File: src/sv/ritp_pkg.sv
// Shared types, register indexes, character codes and helper functions of the parser.
package ritp_pkg;

    // Configuration register indexes.
    localparam logic [2:0] REG_RADIX              = 3'd0;
    localparam logic [2:0] REG_WIDTH_CODE         = 3'd1;
    localparam logic [2:0] REG_SIGNED_MODE        = 3'd2;
    localparam logic [2:0] REG_ALLOW_PLUS         = 3'd3;
    localparam logic [2:0] REG_ALLOW_LEADING_ZERO = 3'd4;

    // Character codes and the marker for a code unit that is no digit.
    localparam logic [15:0] CH_PLUS  = 16'h002B;
    localparam logic [15:0] CH_MINUS = 16'h002D;
    localparam logic [7:0]  NO_DIGIT = 8'hFF;

    // Width codes.
    localparam logic [1:0] WIDTH_8  = 2'd0;
    localparam logic [1:0] WIDTH_16 = 2'd1;
    localparam logic [1:0] WIDTH_32 = 2'd2;
    localparam logic [1:0] WIDTH_64 = 2'd3;

    // Parse phase of the current string.
    typedef enum logic [1:0] {
        PH_START  = 2'd0,
        PH_SIGN   = 2'd1,
        PH_DIGITS = 2'd2
    } phase_t;

    // Configuration registers as one group.
    typedef struct packed {
        logic [5:0] radix;
        logic [1:0] width_code;
        logic       signed_mode;
        logic       allow_plus;
        logic       allow_leading_zero;
    } cfg_t;

    // Per-string parse state.
    typedef struct packed {
        phase_t      phase;
        logic [63:0] acc;
        logic        negative;
        logic        failed;
        logic        first_zero;
    } parse_state_t;

    localparam cfg_t CFG_RESET = '{
        radix: 6'd10, width_code: WIDTH_64, signed_mode: 1'b1,
        allow_plus: 1'b0, allow_leading_zero: 1'b0
    };

    localparam parse_state_t STATE_CLEAR = '{
        phase: PH_START, acc: 64'd0, negative: 1'b0, failed: 1'b0, first_zero: 1'b0
    };

    // Digit value of a code unit, or NO_DIGIT.
    function automatic logic [7:0] digit_of(input logic [15:0] cu);
        logic [7:0] d;
        d = NO_DIGIT;
        if (cu >= 16'h0030 && cu <= 16'h0039) begin
            d = 8'(cu - 16'h0030);
        end else if (cu >= 16'h0061 && cu <= 16'h007A) begin
            d = 8'(cu - 16'h0061 + 16'd10);
        end else if (cu >= 16'h0041 && cu <= 16'h005A) begin
            d = 8'(cu - 16'h0041 + 16'd10);
        end
        return d;
    endfunction

    // All-ones mask of the selected result width.
    function automatic logic [63:0] width_mask(input logic [1:0] wc);
        logic [63:0] m;
        case (wc)
            WIDTH_8:  m = 64'h0000_0000_0000_00FF;
            WIDTH_16: m = 64'h0000_0000_0000_FFFF;
            WIDTH_32: m = 64'h0000_0000_FFFF_FFFF;
            default:  m = 64'hFFFF_FFFF_FFFF_FFFF;
        endcase
        return m;
    endfunction

    // Largest magnitude allowed for the selected width, mode and sign.
    function automatic logic [63:0] digit_limit(input logic [1:0] wc, input logic neg,
                                                input logic sgn);
        logic [63:0] half;
        logic [63:0] lim;
        case (wc)
            WIDTH_8:  half = 64'h0000_0000_0000_0080;
            WIDTH_16: half = 64'h0000_0000_0000_8000;
            WIDTH_32: half = 64'h0000_0000_8000_0000;
            default:  half = 64'h8000_0000_0000_0000;
        endcase
        if (neg) begin
            lim = half;
        end else if (sgn) begin
            lim = half - 64'd1;
        end else begin
            lim = width_mask(wc);
        end
        return lim;
    endfunction

endpackage

File: src/sv/ritp_char_step.sv
// Next-state logic for one character: sign handling, digit decode and multiply-add check.
module ritp_char_step (
    input  ritp_pkg::cfg_t         cfg,
    input  ritp_pkg::parse_state_t cur,
    input  logic [15:0]            code_unit,
    output ritp_pkg::parse_state_t nxt
);
    import ritp_pkg::*;

    logic [7:0]  digit;
    logic [63:0] lim;
    logic [70:0] prod;
    logic [70:0] sum;

    // Digit decode and the exact acc * radix + digit product against the limit.
    always_comb
    begin
        digit = digit_of(code_unit);
        lim   = digit_limit(cfg.width_code, cur.negative, cfg.signed_mode);
        prod  = {7'd0, cur.acc} * {65'd0, cfg.radix};
        sum   = prod + {65'd0, digit[5:0]};
    end

    // State update for the character.
    always_comb
    begin
        nxt = cur;
        if (!cur.failed) begin
            if (cur.phase == PH_START && code_unit == CH_PLUS) begin
                if (cfg.allow_plus) begin
                    nxt.phase = PH_SIGN;
                end else begin
                    nxt.failed = 1'b1;
                end
            end else if (cur.phase == PH_START && code_unit == CH_MINUS) begin
                if (cfg.signed_mode) begin
                    nxt.negative = 1'b1;
                    nxt.phase    = PH_SIGN;
                end else begin
                    nxt.failed = 1'b1;
                end
            end else if (cur.first_zero && !cfg.allow_leading_zero) begin
                nxt.failed = 1'b1;
            end else if (digit >= {2'b00, cfg.radix}) begin
                nxt.failed = 1'b1;
            end else if (sum > {7'd0, lim}) begin
                nxt.failed = 1'b1;
            end else begin
                nxt.acc        = sum[63:0];
                nxt.first_zero = (cur.phase != PH_DIGITS) && (digit == 8'd0);
                nxt.phase      = PH_DIGITS;
            end
        end
    end

endmodule

File: src/sv/radix_integer_text_parser_core.sv
// Top level of the radix integer text parser: handshakes, configuration and result register.
// The parser takes one UTF-16 code unit per cycle while in_ready is high. For the code unit
// marked last, the result (value, ok) is registered in the output register when that code unit
// leaves the input register. Each accepted code unit is registered in the input register,
// then the combinational multiply-add and range check on the accumulator retires it; that
// accumulator loop sets the rate of one code unit per clock, unless a last code unit is held.
// A last code unit waits in the input register only while the previous result is
// still held in the output register and not taken. Configuration writes are always accepted
// and apply to code units processed after the write.
module radix_integer_text_parser_core (
    input  logic        clk,
    input  logic        rst_n,
    input  logic        in_valid,
    output logic        in_ready,
    input  logic [15:0] code_unit,
    input  logic        is_last,
    output logic        out_valid,
    input  logic        out_ready,
    output logic [63:0] value,
    output logic        ok,
    input  logic        cfg_valid,
    output logic        cfg_ready,
    input  logic [2:0]  cfg_index,
    input  logic [5:0]  cfg_data
);
    import ritp_pkg::*;

    cfg_t         cfg_reg;
    logic         s1_valid_reg;
    logic [15:0]  s1_code_reg;
    logic         s1_last_reg;
    parse_state_t state_reg;
    parse_state_t state_next;
    parse_state_t step_next;
    logic         out_valid_reg;
    logic         out_valid_next;
    logic [63:0]  value_reg;
    logic         ok_reg;
    logic         s1_advance;
    logic         in_fire;
    logic         result_fail;
    logic [63:0]  signed_value;

    // Configuration port: every write transaction completes at once.
    assign cfg_ready = 1'b1;

    always_ff @(posedge clk or negedge rst_n)
    begin
        if (!rst_n) begin
            cfg_reg <= CFG_RESET;
        end else if (cfg_valid) begin
            unique case (cfg_index)
                REG_RADIX:              cfg_reg.radix              <= cfg_data;
                REG_WIDTH_CODE:         cfg_reg.width_code         <= cfg_data[1:0];
                REG_SIGNED_MODE:        cfg_reg.signed_mode        <= cfg_data[0];
                REG_ALLOW_PLUS:         cfg_reg.allow_plus         <= cfg_data[0];
                REG_ALLOW_LEADING_ZERO: cfg_reg.allow_leading_zero <= cfg_data[0];
                default:                cfg_reg                    <= cfg_reg;
            endcase
        end
    end

    // Input stage: a code unit retires unless it is last and the result slot stays full.
    assign s1_advance = s1_valid_reg && (!s1_last_reg || !out_valid_reg || out_ready);
    assign in_ready   = !s1_valid_reg || s1_advance;
    assign in_fire    = in_valid && in_ready;

    always_ff @(posedge clk or negedge rst_n)
    begin
        if (!rst_n) begin
            s1_valid_reg <= 1'b0;
        end else if (in_ready) begin
            s1_valid_reg <= in_valid;
        end
    end

    always_ff @(posedge clk)
    begin
        if (in_fire) begin
            s1_code_reg <= code_unit;
            s1_last_reg <= is_last;
        end
    end

    // Character processing.
    ritp_char_step u_step (
        .cfg       (cfg_reg),
        .cur       (state_reg),
        .code_unit (s1_code_reg),
        .nxt       (step_next)
    );

    // Parse state: cleared after the last code unit of a string.
    always_comb
    begin
        state_next = state_reg;
        if (s1_advance) begin
            state_next = s1_last_reg ? STATE_CLEAR : step_next;
        end
    end

    always_ff @(posedge clk or negedge rst_n)
    begin
        if (!rst_n) begin
            state_reg <= STATE_CLEAR;
        end else begin
            state_reg <= state_next;
        end
    end

    // Final value of a string: a sign alone or any error in it fails it.
    always_comb
    begin
        result_fail  = step_next.failed || (step_next.phase != PH_DIGITS);
        signed_value = step_next.negative ? (64'd0 - step_next.acc) : step_next.acc;
    end

    // Result register.
    assign out_valid_next = (out_valid_reg && !out_ready) || (s1_advance && s1_last_reg);

    always_ff @(posedge clk or negedge rst_n)
    begin
        if (!rst_n) begin
            out_valid_reg <= 1'b0;
        end else begin
            out_valid_reg <= out_valid_next;
        end
    end

    always_ff @(posedge clk)
    begin
        if (s1_advance && s1_last_reg) begin
            value_reg <= result_fail ? 64'd0 : (signed_value & width_mask(cfg_reg.width_code));
            ok_reg    <= !result_fail;
        end
    end

    assign out_valid = out_valid_reg;
    assign value     = value_reg;
    assign ok        = ok_reg;

endmodule

File: config.mk
export PLATFORM = sky130hd
export DESIGN_NAME = radix_integer_text_parser_core
export DESIGN_NICKNAME = d
export VERILOG_FILES = /design/src/sv/ritp_pkg.sv /design/src/sv/ritp_char_step.sv /design/src/sv/radix_integer_text_parser_core.sv
export SDC_FILE = /design/constraint.sdc
export NUM_CORES = 1
export LEC_CHECK = 0
export ABC_AREA = 1
export BUFFER_PORTS_ARGS = -buffer_cell sky130_fd_sc_hd__buf_2
export CORE_ASPECT_RATIO = 0.7
export CORE_MARGIN = 3
export CORE_UTILIZATION = 30
export CTS_CLUSTER_DIAMETER = 80
export DETAILED_ROUTE_END_ITERATION = 16
export HOLD_SLACK_MARGIN = 0.15
export PLACE_DENSITY_LB_ADDON = 0.1
export SKIP_CTS_REPAIR_TIMING = 1
export SLEW_MARGIN = 40
export SYNTH_ARGS = -nofsm -noshare
export SYNTH_HDL_FRONTEND = slang
export SYNTH_SLANG_ARGS = --single-unit
File: constraint.sdc
create_clock -name clk -period 21.6 [get_ports clk]
set_clock_uncertainty 0.1 [all_clocks]
set_input_delay 3.24 -clock clk [delete_from_list [all_inputs] [get_ports clk]]
set_output_delay 3.24 -clock clk [all_outputs]
set_load 0.01 [all_outputs]
==> results of run 1 <==
## Yosys cell counts (all sizes together) (24+ instances only)
library cell,instances
xnor2,24
xor2,47
inv,823
o21ai,131
nand2,1292
nand3,133
dfrtp,77
nand4,39
buf,38
edfxtp,82
ha,230
a21oi,159
nor2,323
clkbuf,60
o22ai,51
fa,251
## layer usage
metal,GRT usage,routed length [um]
met2,0.2543,32790
met5,0,0
met1,0.3648,54900
met4,0.03072,984
met3,0.04765,8300
## power by group
part / internal (mW) / switching (mW) / total [mW]
Clock: 0.157 / 0.161 / 0.318
Combinational: 0.0441 / 0.109 / 0.153
Sequential: 0.344 / 0.0413 / 0.386
## final cells by class
cell class                 count  area (um2)  share of cell area
multi-input combinational   2783       18500              0.6417
clock inverter                15       175.2            0.006076
inverter                     830        3117              0.1081
tap                         1150        1439             0.04991
timing repair buffer         109       630.6             0.02188
sequential                   164        4543              0.1576
clock buffer                  17       425.4             0.01476
## final timing paths
check	to	cells past startpoint	from	slack, ns
worst max register to register	value[46]	45	cfg_reg[8]	11.14
worst max-delay path	value[46]	45	cfg_reg[8]	11.14
max in group asynchronous	state_reg[61]	2	rst_n	17.87
min in group asynchronous	s1_valid_reg	1	rst_n	2.63
worst min-delay path	cfg_reg[0]	2	cfg_reg[0]	0.39
worst min register to register	cfg_reg[0]	2	cfg_reg[0]	0.39
## worst max-delay path, delay by kind of cell (launching register included)
family / cells / cell delay (ns)
DFF: 1 / 1.07
and+or+nand+nor: 26 / 4.29
adders and majority gates: 7 / 2.79
AOI/OAI and AO/OA: 5 / 1.23
xor gates and xnor gates: 1 / 0.17
buffers and inverters: 6 / 0.45
## cells by family (layout without fill, tap and decap cells)
logic type      after synthesis  after routing  synth area share
flops                       164            164            0.1702
other cells                   1              1         0.0001412
xor+xnor                     71             71           0.02342
compound gates              401            401           0.08462
buf+inv                     928            971            0.1341
fa+ha+maj                   481            481            0.2976
simple gates               1829           1829            0.2899
## per-stage QoR
stage	worst slack [ns]	power, mW	cells	hold WS (ns)	utilization
2_1_floorplan	13.43	0.4693	3875	0.3530	-
3_3_place_gp	11.14	0.5417	5033	0.3837	0.3238
3_5_place_dp	11.14	0.5477	5036	0.3823	0.3247
4_1_cts	11.10	0.8701	5068	0.4019	0.3316
5_1_grt	10.27	0.9040	5068	0.4432	0.3316
6_report	11.14	0.8571	5068	0.3938	0.3316
==> flow_summary.yaml, run 1 <==
sta:
  setup_viol: 0
  rsz0062_at_grt: "false"
  fin_setup_tns_ns: 0
  slew-limit-headroom: 0.4322
  final.min_clock_period_ns: 10.46
  fmax_ghz: 0.09564
  hold_viol: 0
  worst_slew_pin_slew_ns: 0.8428
  drv_slew: 0
  fin_crit_sh: 0.4841
drt:
  wl_per_cell_um: 19.13
  drc: 0
  initialDrtViolationCount: 2150
  routed_wl_um: 96970
  vias_per_cell: 4.761
  ant_nets: 0
  drtPass1Iterations: 6
  vias: 24130
logic_synthesis:
  synth_warnings: 0
  synth_cell_types: 61
  netlist_area_um2: 26560
  syn_avg_cell_area_um2: 6.853
  async_reset_ff_frac: 0.5000
  synth-edff-count: 82
  syn_nets: 4387
  ys_seq_area_frac: 0.1702
  synth_ff_type: "edfxtp_1"
  netlist_instances: 3875
  yosysTopAreaCellShare: 0.1892
  ys_ff_latch: 164
  yosys-top-cells-area: "fa_1, nand2_1, inv_1, ha_1, edfxtp_1"
  synth_area_leader_cell: "fa_1"
clock_tree:
  clk_latency_ns: 0.47
  path_clk_slew_ns: 0.08
  cts-root-buf: "clkbuf_16"
  htreeDepth: 4
  cts.sinks: 164
  cts_buffers: 17
  tritoncts: "yes"
  clockBufferDepth: 2
critical_path:
  cp_max_fo: 65
  start_kind: "flip-flop"
  end_kind: "flip-flop"
  path_class: "reg2reg"
  required_ns: 21.72
  cp_common_cell: "nand2_1"
  critical-path-max-stage-delay_ns: 1.07
  crit_slowest_cell: "dfstp_4"
  crit_arrival_ns: 10.57
power:
  vdd_drop_max_mv: 0.05547
  power_density_nw_per_um2: 29.73
  p_leak_nw: 17.09
finish:
  n_antenna_cell: 0
  mostFrequentLayoutCells: "nand2_1, inv_1, nor2_1, fa_1, ha_1"
  area.growth.synth_to_final_pct: 8.551
  final_common_cell: "nand2_1"
  final_nets: 4417
  fill_cells: 9691
  drive_gt1_frac: 0.08295
  final_area_um2: 28830
  largest_reg_flops: 69
floorplanning:
  die_w_um: 361.6
  initial_core_util: 0.3055
  dieHeight_um: 254.9
  die_area_um2: 92190
  num_io_pins: 99
  rows: 90
  coreArea_um2: 86930
grt:
  grt_pass1_wl_um: 147400
  grt_usage: 0.2113
  grt_antenna_before_repair: 1
  grt_start_max_net_pins: 67
  grt_overflow: 0
  grt_pass1_vias: 22910
place:
  dp_hpwl_um: 80460
  place_area_um2: 28220
  io_buffers: 97
  place_congestion: 0.9050
min_path:
  hold_class: "reg2reg"
run:
  cap_violations: 0
outcome:
  status: "finished clean"
No activity file was read; power rests on OpenSTA's default activity.
==> inputs of run 2 (changes only) <==
==> constraint.sdc (replaced) <==
create_clock -name clk -period 8.6 [get_ports clk]
set_clock_uncertainty 0.1 [all_clocks]
set_input_delay 1.29 -clock clk [delete_from_list [all_inputs] [get_ports clk]]
set_output_delay 1.29 -clock clk [all_outputs]
set_load 0.01 [all_outputs]
==> run 2 against run 1 <==
Clock-buffer cell count is 3 higher. Clock power rose by 150%. Sequential power increased by 130%. Maximum frequency increased by 24%. Die area unchanged. Final cell count increased by 13%. Worst setup slack worse by 11 ns. Largest cell class unchanged. Highest routed layer unchanged.
==> flow_summary.yaml, run 2 (synthesis results as in run 1) <==
outcome:
  status: "finished clean"
drt:
  drtPass1Iterations: 5
  drc: 0
  wl_per_cell_um: 18.65
  vias: 26740
  routed_wl_um: 106700
  vias_per_cell: 4.675
  ant_nets: 0
  initialDrtViolationCount: 2217
finish:
  fill_cells: 9143
  drive_gt1_frac: 0.2954
  area.growth.synth_to_final_pct: 38.18
  multi_input_area_um2: 20740
  largest_reg_flops: 69
  finalCoreUtilization: 0.4221
  mostFrequentLayoutCells: "nand2_1, inv_1, buf_4, fa_1, nor2_1"
  regArea_um2: 4531
  final_nets: 5069
  final_common_cell: "nand2_1"
critical_path:
  reg2reg_to: "value[44]"
  setup.worst_path.end: "value[44]"
  path_class: "reg2reg"
  critical-path-max-stage-delay_ns: 0.65
  cp_max_fo: 8
  cp.depth: 47
  ff2ff_setup_slack_ns: 0.17
  crit_start: "cfg_reg[8]"
  crit_arrival_ns: 8.57
  cp_common_cell: "nand2_1"
  crit_slowest_cell: "dfstp_2"
  rr_startpoint: "cfg_reg[8]"
  required_ns: 8.74
  reg2regPathDepth: 47
  crit_buf_inv: 9
  end_kind: "flip-flop"
  cp_top_family: "simple AND/OR/NAND/NOR gates"
  start_kind: "flip-flop"
clock_tree:
  cts-root-buf: "clkbuf_16"
  tritoncts: "yes"
  htreeDepth: 4
  clockBufferDepth: 2
  path_clk_slew_ns: 0.08
  clk_latency_ns: 0.48
  cts.sinks: 164
  cts_buffers: 17
power:
  pwr-share-comb: 0.272
  seqPwrFrac: 0.386
  intPower_mw: 1.499
  switching_power_mw: 0.8217
  p_leak_nw: 20.79
  pwr-share-clk: 0.342
  p_sw_frac: 0.3540
  vdd_drop_max_mv: 0.1541
  power_density_nw_per_um2: 63.25
run:
  cap_violations: 0
sta:
  hold_viol: 0
  setup_viol: 0
  slew-limit-headroom: 0.4129
  fin_crit_sh: 0.9804
  rsz0062_at_grt: "true"
  fmax_ghz: 0.1186
  final.min_clock_period_ns: 8.431
  drv_slew: 0
  worst_slew_pin_slew_ns: 0.8807
  whs_ns: 0.4117
grt:
  grt_pass1_wl_um: 155800
  grt_usage: 0.2227
  grt_start_max_net_pins: 65
  grt_antenna_before_repair: 2
  grt_overflow: 0
  grt_pass1_vias: 24900
floorplanning:
  dieHeight_um: 254.9
  die_area_um2: 92190
  num_io_pins: 99
  rows: 90
  die_w_um: 361.6
  coreArea_um2: 86930
  initial_core_util: 0.3055
place:
  io_buffers: 97
  dp_hpwl_um: 86540
  place_congestion: 0.9274
min_path:
  hold_class: "reg2reg"
## run 2: cell count changes in the layout (fill, tap and decap cells not counted), moves of 28 or more
cell,delta
o21ai_0,-29
nor2_4,+28
a21oi_2,+45
ha_1,-50
buf_4,+571
nand2_4,+44
buf_12,+32
nand2_1,-100
nor2_1,-69
a21oi_1,-50
nor2_2,+41
ha_4,+49
buf_6,+28
nand2_2,+53
## run 2: worst min path at each step
stage	from	end	slack [ns]	cells past startpoint
floorplan	cfg_reg[0]	cfg_reg[0]	0.35	2
global placement	cfg_reg[1]	cfg_reg[1]	0.38	2
detailed placement	cfg_reg[1]	cfg_reg[1]	0.39	2
CTS	cfg_reg[1]	cfg_reg[1]	0.41	2
global route	state_reg[0]	state_reg[0]	0.46	2
finish	cfg_reg[1]	cfg_reg[1]	0.41	2
## run 2: worst register-to-register path, delay by kind of cell, from the launching register on
| kind | cells | cell delay [ns] |
|---|---|---|
| AOI/OAI and AO/OA | 6 | 0.80 |
| xor gates and xnor gates | 1 | 0.31 |
| adders and majority gates | 6 | 2.39 |
| buffers and inverters | 9 | 1.08 |
| DFF | 1 | 0.65 |
| and+or+nand+nor | 25 | 2.87 |
## run 2: final cells by class
type / instances / share of cell area
Clock buffer: 20 / 0.01248
Multi-Input combinational cell: 2783 / 0.5652
Inverter: 830 / 0.08494
Clock inverter: 12 / 0.003069
Antenna cell: 1 / 0.00006819
Timing Repair Buffer: 761 / 0.1716
Sequential cell: 164 / 0.1235
Tap cell: 1150 / 0.03921
## run 2: routing by layer
metal  GRT usage  vias to the layer above  routed length [um]
li1            -                    13230                   -
met4     0.02687                        0                 838
met3     0.04451                       41                8056
met1      0.3947                    12780               60950
met5           0                        -                   0
met2      0.2619                      701               36870
## run 2: through the flow
stage | std cells | setup TNS, ns | setup slack [ns] | power, mW | instance area, um2
after global placement | 5599 | -21.45 | -0.6495 | 1.432 | 32670
after CTS | 5631 | -24.28 | -0.6645 | 2.233 | 33250
final | 5721 | 0 | 0.1689 | 2.321 | 36700
after floorplan | 3875 | 0 | 0.4260 | 1.179 | 26560
after detailed placement | 5599 | -19.27 | -0.5465 | 1.430 | 32680
after global routing | 5720 | -7.848 | -0.2507 | 2.431 | 36690
## run 2: power by group through the flow
| stage | clock [mW] | combinational (mW) | sequential [mW] |
|---|---|---|---|
| after floorplan | 0 | 0.278 | 0.900 |
| after global routing | 0.846 | 0.687 | 0.898 |
| after detailed placement | 0 | 0.523 | 0.907 |
| after global placement | 0 | 0.523 | 0.909 |
| after CTS | 0.817 | 0.524 | 0.892 |
| final | 0.794 | 0.632 | 0.895 |
==> inputs of run 3 (changes only) <==
--- a/config.mk
+++ b/config.mk
@@ -5,7 +5,6 @@
 export SDC_FILE = /design/constraint.sdc
 export NUM_CORES = 1
 export LEC_CHECK = 0
-export ABC_AREA = 1
 export BUFFER_PORTS_ARGS = -buffer_cell sky130_fd_sc_hd__buf_2
 export CORE_ASPECT_RATIO = 0.7
 export CORE_MARGIN = 3
==> run 3 against run 2 <==
The flow now finishes with violations (setup timing). Critical path depth down 8. Die area down 7.3%. Hold slack worse by 0.0092 ns. Highest routed layer is now met5. Clock power up 0.8%. Final area down 7.8%. Worst setup slack worse by 1.4 ns. Register-to-register slack worse by 1.4 ns. Synthesized area down 7.4%. Sequential share of layout area up 1.0 points. Sequential power up 0.7%.
==> flow_summary.yaml, run 3 <==
place:
  placedCellCount: 4588
  io_buffers: 97
  place_congestion: 0.9425
  dp_hpwl_um: 85660
drt:
  drc: 0
  vias: 24010
  ant_nets: 0
  drtPass1Iterations: 5
  wl_per_cell_um: 22.47
  routed_wl_um: 104700
  vias_per_cell: 5.151
  initialDrtViolationCount: 1847
critical_path:
  crit_start: "cfg_reg[6]"
  start_kind: "flip-flop"
  critical-path-max-stage-delay_ns: 0.71
  setup.worst_path.end: "value[48]"
  cp_max_fo: 8
  cp_top_family: "adder cells"
  crit_buf_inv: 7
  reg2regPathDepth: 39
  cp.depth: 39
  crit_arrival_ns: 9.97
  end_kind: "flip-flop"
  rr_startpoint: "cfg_reg[6]"
  cp_common_cell: "fa_1"
  ff2ff_setup_slack_ns: -1.20
  reg2reg_to: "value[48]"
  required_ns: 8.77
  crit_slowest_cell: "dfstp_4"
  path_class: "reg2reg"
finish:
  finalNonFillerCells: 4661
  area.growth.synth_to_final_pct: 37.65
  final_nets: 4091
  final_common_cell: "buf_4"
  mostFrequentLayoutCells: "buf_4, nand2_1, inv_1, fa_1, ha_1"
  multi_input_area_um2: 19740
  drive_gt1_frac: 0.3171
  regArea_um2: 4532
  finalCoreUtilization: 0.4184
  fill_cells: 8149
  largest_reg_flops: 69
clock_tree:
  cts.sinks: 164
  htreeDepth: 4
  clockBufferDepth: 2
  cts-root-buf: "clkbuf_16"
  clk_latency_ns: 0.52
  tritoncts: "yes"
  cts_buffers: 17
  path_clk_slew_ns: 0.08
power:
  vdd_drop_max_mv: 0.1509
  p_leak_nw: 16.43
  switching_power_mw: 0.8292
  pwr-share-comb: 0.258
  power_density_nw_per_um2: 67.78
  intPower_mw: 1.464
  seqPwrFrac: 0.393
  pwr-share-clk: 0.349
  p_sw_frac: 0.3615
sta:
  setup_viol: 93
  final.min_clock_period_ns: 9.801
  worst_slack_ns: -1.201
  fin_crit_sh: 1.140
  rsz0062_at_grt: "true"
  fmax_ghz: 0.1020
  worst_slew_pin_slew_ns: 0.8112
  hold_viol: 0
  drv_slew: 0
  slew-limit-headroom: 0.4592
logic_synthesis:
  ys_seq_area_frac: 0.1839
  synth.most_common_cell: "nand2_1"
  synth_area_leader_cell: "fa_1"
  synth_warnings: 0
  async_reset_ff_frac: 0.5000
  synth-edff-count: 82
  yosysTopAreaCellShare: 0.2044
  synth_compound_area_frac: 0.1454
  syn_avg_cell_area_um2: 8.433
  netlist_area_um2: 24580
  synth_mux_area_frac: 0.01654
  synth_cell_types: 92
  synth_top_family_by_area: "adder cells"
  synth_ff_type: "edfxtp_1"
  ys_ff_latch: 164
  synthAdderAreaFrac: 0.3215
  netlist_instances: 2915
  synth_common_cells: "nand2_1, inv_1, fa_1"
  synth-xor-area-share: 0.03705
  syn_nets: 3427
  yosys-top-cells-area: "fa_1, ha_1, edfxtp_1, dfrtp_1, nand2_1"
  synth-simple-area-share: 0.2250
floorplanning:
  initial_core_util: 0.3039
  coreArea_um2: 80880
  rows: 87
  die_area_um2: 85470
  die_w_um: 348.1
  num_io_pins: 99
  dieHeight_um: 245.5
outcome:
  status: "finished, violations left"
  violations: "setup timing"
grt:
  grt_pass1_vias: 24410
  grt_start_max_net_pins: 69
  grt_antenna_before_repair: 1
  grt_pass1_wl_um: 155000
  grt_overflow: 0
  grt_usage: 0.2395
min_path:
  hold_class: "reg2reg"
run:
  cap_violations: 0
run 3: cell types whose count changed after synthesis, sizes merged, moves of 40 or more:
cell,before,now
a22o,0,40
and2,3,170
inv,823,274
nor2,323,186
nand2,1292,408
o22ai,51,2
clkbuf,60,154
nand3,133,42
run 3: layout make-up:
class | count | share of cell area
flip-flops and latches | 164 | 0.1339
clock inverters | 14 | 0.004104
multi-input cells | 2297 | 0.5833
clock buffers | 18 | 0.01268
inverters | 275 | 0.03065
repair buffers | 824 | 0.1958
diodes | 1 | 0.00007395
well taps | 1068 | 0.03949
run 3: power groups by stage:
stage | Sequential [mW] | Combinational, mW | Clock, mW
3_3_place_gp | 0.911 | 0.547 | 0
5_1_grt | 0.905 | 0.636 | 0.861
6_report | 0.901 | 0.592 | 0.800
2_1_floorplan | 0.897 | 0.280 | 0
4_1_cts | 0.895 | 0.559 | 0.825
3_5_place_dp | 0.911 | 0.558 | 0
run 3: worst min path at each step:
stage                             from            to  depth (start not counted)
final                     state_reg[0]  state_reg[0]                          2
after global routing        cfg_reg[1]    cfg_reg[1]                          1
after CTS                 state_reg[0]  state_reg[0]                          2
after detailed placement  state_reg[0]  state_reg[0]                          2
after global placement    state_reg[0]  state_reg[0]                          2
after floorplan           state_reg[0]  state_reg[0]                          2
run 3: through the flow:
step                      worst slack [ns]  area [um2]  total power, mW  setup TNS [ns]  hold WS, ns
final                               -1.201       33840            2.293          -36.35       0.4026
after global routing                -1.629       33840            2.402          -79.92       0.4267
after CTS                           -1.735       32110            2.279          -78.16       0.3929
after detailed placement            -1.671       31540            1.470          -70.70       0.3761
after global placement              -1.621       31520            1.457          -68.91       0.3607
after floorplan                    -0.9173       25160            1.177          -9.527       0.3422
run 3: cells by family after synthesis:
group | after synthesis
and+or+nand+nor | 1107
AOI/OAI and AO/OA | 565
adders and majority gates | 481
buffers and inverters | 454
DFF | 164
xor gates and xnor gates | 104
muxes | 39
other | 1
run 3: worst reg2reg max path, delay by kind of cell, from the launching register on:
kind,cells,cell delay [ns]
flops,1,0.71
mux,1,0.20
fa+ha+maj,7,2.60
compound gates,9,2.03
buf+inv,7,0.88
xor+xnor,2,0.51
simple gates,13,2.56
run 3: metal layers:
layer	routed length (um)	global-route usage
met1	54970	0.3812
met2	41460	0.3359
met3	6857	0.03983
met4	1417	0.04195
met5	13	0
